`src/design/mbd_pkg.sv`:
```
// Shared types for the mipmap box downsampler: controller states, control structs and widths.
package mbd_pkg;

	// Controller states
	typedef enum logic [1:0] {
		ST_IDLE,
		ST_LEVEL,
		ST_CALC
	} state_t;

	// Commands from the controller to the datapath
	typedef struct packed {
		logic load;
		logic restart;
		logic store_left;
		logic mem_rd;
		logic store_sum;
		logic emit;
		logic advance;
		logic next_lvl;
	} cmd_t;

	// Status from the datapath to the controller
	typedef struct packed {
		logic zero_size;
		logic col_bit;
		logic row_bit;
		logic last;
		logic final_lvl;
		logic out_free;
	} status_t;

	localparam int unsigned CH_W     = 8;
	localparam int unsigned TEXEL_W  = 4 * CH_W;
	localparam int unsigned SUM_W    = CH_W + 1;
	localparam int unsigned PAIR_W   = 4 * SUM_W;
	localparam int unsigned SIZE_W   = 4;
	localparam int unsigned LEVEL_W  = 4;
	localparam int unsigned POS_W    = 9;
	localparam int unsigned OUT_W    = 56;

endpackage

```
`src/design/mbd_ctrl.sv`:
```
// Controller state machine of the mipmap box downsampler.
module mbd_ctrl (
	input  logic            clk,
	input  logic            arst_n,
	input  logic            s_tvalid,
	output logic            s_tready,
	input  mbd_pkg::status_t status,
	output mbd_pkg::cmd_t    cmd
);
	import mbd_pkg::*;

	state_t state_q;
	state_t state_nxt;

	// State register
	always_ff @(posedge clk or negedge arst_n) begin
		if (!arst_n) begin
			state_q <= ST_IDLE;
		end else begin
			state_q <= state_nxt;
		end
	end

	// Next state
	always_comb begin
		state_nxt = state_q;
		case (state_q)
			ST_IDLE: begin
				if (s_tvalid && !status.zero_size) begin
					state_nxt = ST_LEVEL;
				end
			end
			ST_LEVEL: begin
				if (!status.col_bit) begin
					state_nxt = ST_IDLE;
				end else begin
					state_nxt = ST_CALC;
				end
			end
			ST_CALC: begin
				if (!status.row_bit) begin
					state_nxt = ST_IDLE;
				end else if (status.out_free) begin
					state_nxt = status.final_lvl ? ST_IDLE : ST_LEVEL;
				end
			end
			default: state_nxt = ST_IDLE;
		endcase
	end

	// Outputs
	always_comb begin
		cmd      = '0;
		s_tready = 1'b0;
		case (state_q)
			ST_IDLE: begin
				s_tready    = 1'b1;
				cmd.load    = s_tvalid;
				cmd.restart = s_tvalid && status.zero_size;
			end
			ST_LEVEL: begin
				cmd.store_left = !status.col_bit;
				cmd.advance    = !status.col_bit;
				cmd.mem_rd     = status.col_bit;
			end
			ST_CALC: begin
				if (!status.row_bit) begin
					cmd.store_sum = 1'b1;
					cmd.advance   = 1'b1;
				end else if (status.out_free) begin
					// Below the top level the averaged texel still goes into the next level.
					cmd.emit     = 1'b1;
					cmd.advance  = status.final_lvl;
					cmd.next_lvl = !status.final_lvl;
				end
			end
			default: cmd = '0;
		endcase
	end

endmodule

```
`config.mk`:
```
export PLATFORM = sky130hd
export DESIGN_NAME = mbd_ctrl
export DESIGN_NICKNAME = d
export VERILOG_FILES = /design/src/design/mbd_pkg.sv /design/src/design/mbd_ctrl.sv
export SDC_FILE = /design/constraint.sdc
export NUM_CORES = 1
export LEC_CHECK = 0
export BUFFER_PORTS_ARGS = -buffer_cell sky130_fd_sc_hd__buf_2
export CAP_MARGIN = 20
export CORE_AREA = 3 3 40 42
export CTS_CLUSTER_DIAMETER = 30
export DETAILED_ROUTE_END_ITERATION = 8
export DIE_AREA = 0 0 43 45
export SYNTH_ARGS = -nofsm -noshare
export SYNTH_HDL_FRONTEND = slang
export SYNTH_SLANG_ARGS = --single-unit
```
`constraint.sdc`:
```
create_clock -name clk -period 2.4 [get_ports clk]
set_clock_uncertainty 0.05 [all_clocks]
set_input_delay 0.24 -clock clk [delete_from_list [all_inputs] [get_ports clk]]
set_output_delay 0.24 -clock clk [all_outputs]
set_load 0.03 [all_outputs]
```
Word level (Yosys, flattened, before mapping)

Index checks and enable logic that the tools add are counted.

Equality and inequality tests: 4
Mux-type cells: 17
Reduce and logical (&&, ||, !) cells: 7

Operators by type and width:

| operator                                                              | count |
|---|---|
| 2-bit two-way mux                                                     | 7 |
| 1-bit two-way mux                                                     | 7 |
| 2-bit one-hot mux with 3 select lines                                 | 1 |
| 1-bit zero test                                                       | 3 |
| 3-bit two-way mux                                                     | 1 |
| 3-bit inequality test, second input constant                          | 1 |
| 2-bit by 1-bit equality test with 1-bit output, second input constant | 1 |
| 2-bit equality test, second input constant                            | 1 |
| 1-bit logical AND                                                     | 2 |
| 2-bit zero test                                                       | 1 |
| 2-bit inequality test, second input constant                          | 1 |
| 1-bit one-hot mux with 2 select lines                                 | 1 |
| 2-bit AND reduction                                                   | 1 |

Flip-flop bits (word level): 2
Input bits: 9
Output and inout port bits: 9
Word-level logic and storage cells: 29

Longest topological paths before layout

Depth after elaboration: 4
Mapped depth: 5
Depth with buffers taken out: 5

Worst setup path after synthesis

Ideal clock, no wire load.

Path type: flip-flop to output port
Start: register state_q[1]
End: output port cmd[1] (netlist bit)
Arrival: 1.505 ns
Data required time: 2.110 ns
Slack: 0.605 ns
Stages on the path, launching flop included: 5
Path buffers: 0
Cells stage by stage: dfrtp_1 -> inv_1 -> ha_1 -> nor2b_1 -> o21a_1

RTL lines:

| item                   | RTL line       | source |
|---|---|---|
| start, declared        | mbd_ctrl.sv:12 | `state_t state_q;` |
| start signal, assigned | mbd_ctrl.sv:20 | `state_q <= state_nxt;` |
| end, declared          | mbd_ctrl.sv:8  | `output mbd_pkg::cmd_t cmd` |

==> flow_summary.toml <==
[clocking]
cts.sinks = 2
cts_made_buffers = 3
clk_path_buf_depth = 2
clk_latency_ns = 0.22
cts-root-buf = "clkbuf_4"
cts_tree = "built"
clk_pin_slew_ns = 0.03
post_cts_resized = 0
htreeDepth = 1

[finish]
area_growth_pct = 50.2
fin_nets = 63
fin_util_pct = 30.6
fin_area_sq_um = 393
drive_gt1_share_pct = 51.1
n_fill_cell = 146
top_regs = "state_q x2"
n_antenna_cell = 0
largest_reg_flops = 2
regMostFlops = "state_q"
final_cell_count_no_fill = 62

[critical_path]
cp_max_fo = 4
required_ns = 2.11
arrival_ns = 1.46
path_class = "flip-flop to output pin"
end_kind = "output pin"
crit_path_start_kind = "flip-flop"

[die]
die_w_microns = 43
die_y_microns = 45
ios = 18
rows = 13
start_util_pct = 20.4
die-area_sq_mm = 0.00194
core_area_sq_mm = 0.00128

[yosys]
syn_inst = 27
synth.distinct_cells = 19
syn_area_per_cell_sq_um = 9.69
synth_warnings = 0
synth_top_area_share_pct = 23.9
ys_seq_area_share_pct = 19.1
yosysTopAreaCell = "ha_1"
syn-cell-area_sq_um = 262
ys_seq_elements = 2
syn_nets = 41
synthTopCellsByArea = "ha_1 24%, dfrtp_1 19%, a2bb2oi_2 5.7%"

[route]
drc = 0
drt-total-wl_microns = 565
drtPass1Iterations = 2
num_vias = 251
drt_iter0_drc = 1
detail-route-antenna-nets = 0
routedWlPerCell_microns = 9.11
vias_per_cell = 4.05

[power]
p_int_mw = 0.219
leakage_nw = 0.226
power_mw = 0.418
peakVddDrop_v = 0.000424
sw_frac_of_total_pct = 47.6
powerDensity_mw_per_mm2 = 1060
pwr-share-comb_pct = 67.3
p_seq_share_pct = 15.1
switchingPower_mw = 0.199
clkPwrFrac_pct = 17.6

[run_status]
status = "finished clean"

[place]
dp_hpwl_microns = 476
dpl_cell_area_sq_um = 360
io_buffers = 16
place_inst = 58
gp_congestion = 0.771
dp_slack_ns = 0.858

[grt]
use_met2_pct = 9.88
grt_pass1_vias = 245
grt_use_total_pct = 6.91
busiest_layer = "met2"
grt_overflow = 0
grt_max_degree = 6
use_met3_pct = 3.59
grt_use_met1_pct = 6.99
grt_pass1_wl_microns = 924
antenna_found_initial = 0

[sta]
maxSlewViolCount = 0
fin_crit_ns = 1.75
worst_slew_pin_slew_ns = 0.208
maxSlewHeadroom_pct = 86.0
setup_viol = 0
setup_ws_ns = 0.647
holdWs_ns = 0.285
finalHoldViolCount = 0
rsz0062_at_grt = "no"
post-route-period-util_pct = 73.1
fin_tns_setup_ns = 0
fmax_mhz = 570

[job]
max_cap_violations = 0

[worst_hold_path]
worstHoldPathType = "input port to asynchronous set/reset pin"
-- synthesized netlist by cell type --
master     count
nand2_2        1
ha_1           5
and3_1         1
mux2i_1        1
nor2b_1        1
or2b_1         1
dfrtp_1        2
and2_1         2
a21boi_0       1
nor3b_1        1
and2b_2        1
nand2_1        1
inv_1          2
a2bb2oi_2      1
mux2_4         1
nand2b_1       2
o31ai_1        1
o21a_1         1
and3_2         1
-- critical path, cell delays in order, from the launching register on --
cell	delay [ns]
dfrtp_1	0.40
inv_1	0.12
ha_1	0.18
a21boi_0	0.22
o21a_1	0.14
buf_2	0.19
-- logic make-up after synthesis --
| group | Yosys count | synth area share (%) |
|---|---|---|
| flip-flops | 2 | 19.1 |
| AO/OA/AOI/OAI | 4 | 14.4 |
| buffers and inverters | 2 | 2.87 |
| AND/OR/NAND/NOR | 12 | 30.1 |
| multiplexers | 2 | 9.57 |
| adder cells (fa/ha/maj) | 5 | 23.9 |
-- power groups by stage --
stage / clock (mW) / sequential [mW] / combinational [mW]
floorplan: 0 / 0.0604 / 0.219
global placement: 0 / 0.0636 / 0.279
detailed placement: 0 / 0.0653 / 0.282
CTS: 0.0766 / 0.0644 / 0.285
global route: 0.0824 / 0.0654 / 0.310
finish: 0.0735 / 0.0632 / 0.281
-- final cells by class --
class	instances	area [sq um]	area share, %
timing repair buffer	17	90.1	22.9
multi-input combinational	23	204	51.9
sequential	2	50.0	12.7
inverter	2	7.51	1.91
clock buffer	3	22.5	5.73
tap	15	18.8	4.78
-- placed cells by master, fill, tap and decap left out, drive strengths merged, types with 2 or more instances in the layout --
cell,Yosys,routed
and2,2,2
and3,2,2
buf,0,16
clkbuf,0,3
dfrtp,2,2
ha,5,5
inv,2,2
nand2,2,2
nand2b,2,2
-- worst paths after layout --
path | from | endpoint | slack (ns) | depth (start not counted)
worst max register to register | state_q[0]$_DFFE_PN0P_ | state_q[0]$_DFFE_PN0P_ | 0.94 | 5
worst min register to register | state_q[0]$_DFFE_PN0P_ | state_q[0]$_DFFE_PN0P_ | 0.53 | 1
min in group clk | s_tvalid | state_q[1]$_DFFE_PN0P_ | 0.40 | 4
worst min-delay path | arst_n | state_q[1]$_DFFE_PN0P_ | 0.28 | 2
max in group asynchronous | arst_n | state_q[0]$_DFFE_PN0P_ | 1.92 | 2
worst max-delay path | state_q[0]$_DFFE_PN0P_ | cmd[1] | 0.65 | 5
-- layer usage --
metal | vias up | share of wire [%]
met5 | - | 0
met4 | 0 | 0
met3 | 0 | 11
met2 | 11 | 43
met1 | 108 | 45
li1 | 132 | -
-- timing repair --
item / in CTS / in global routing
setup buffers: 0 / 0
hold buffers: 1 / 0
endpoints found under the hold margin: 2 / 0
Note: power is estimated with default switching activity, not from simulation.
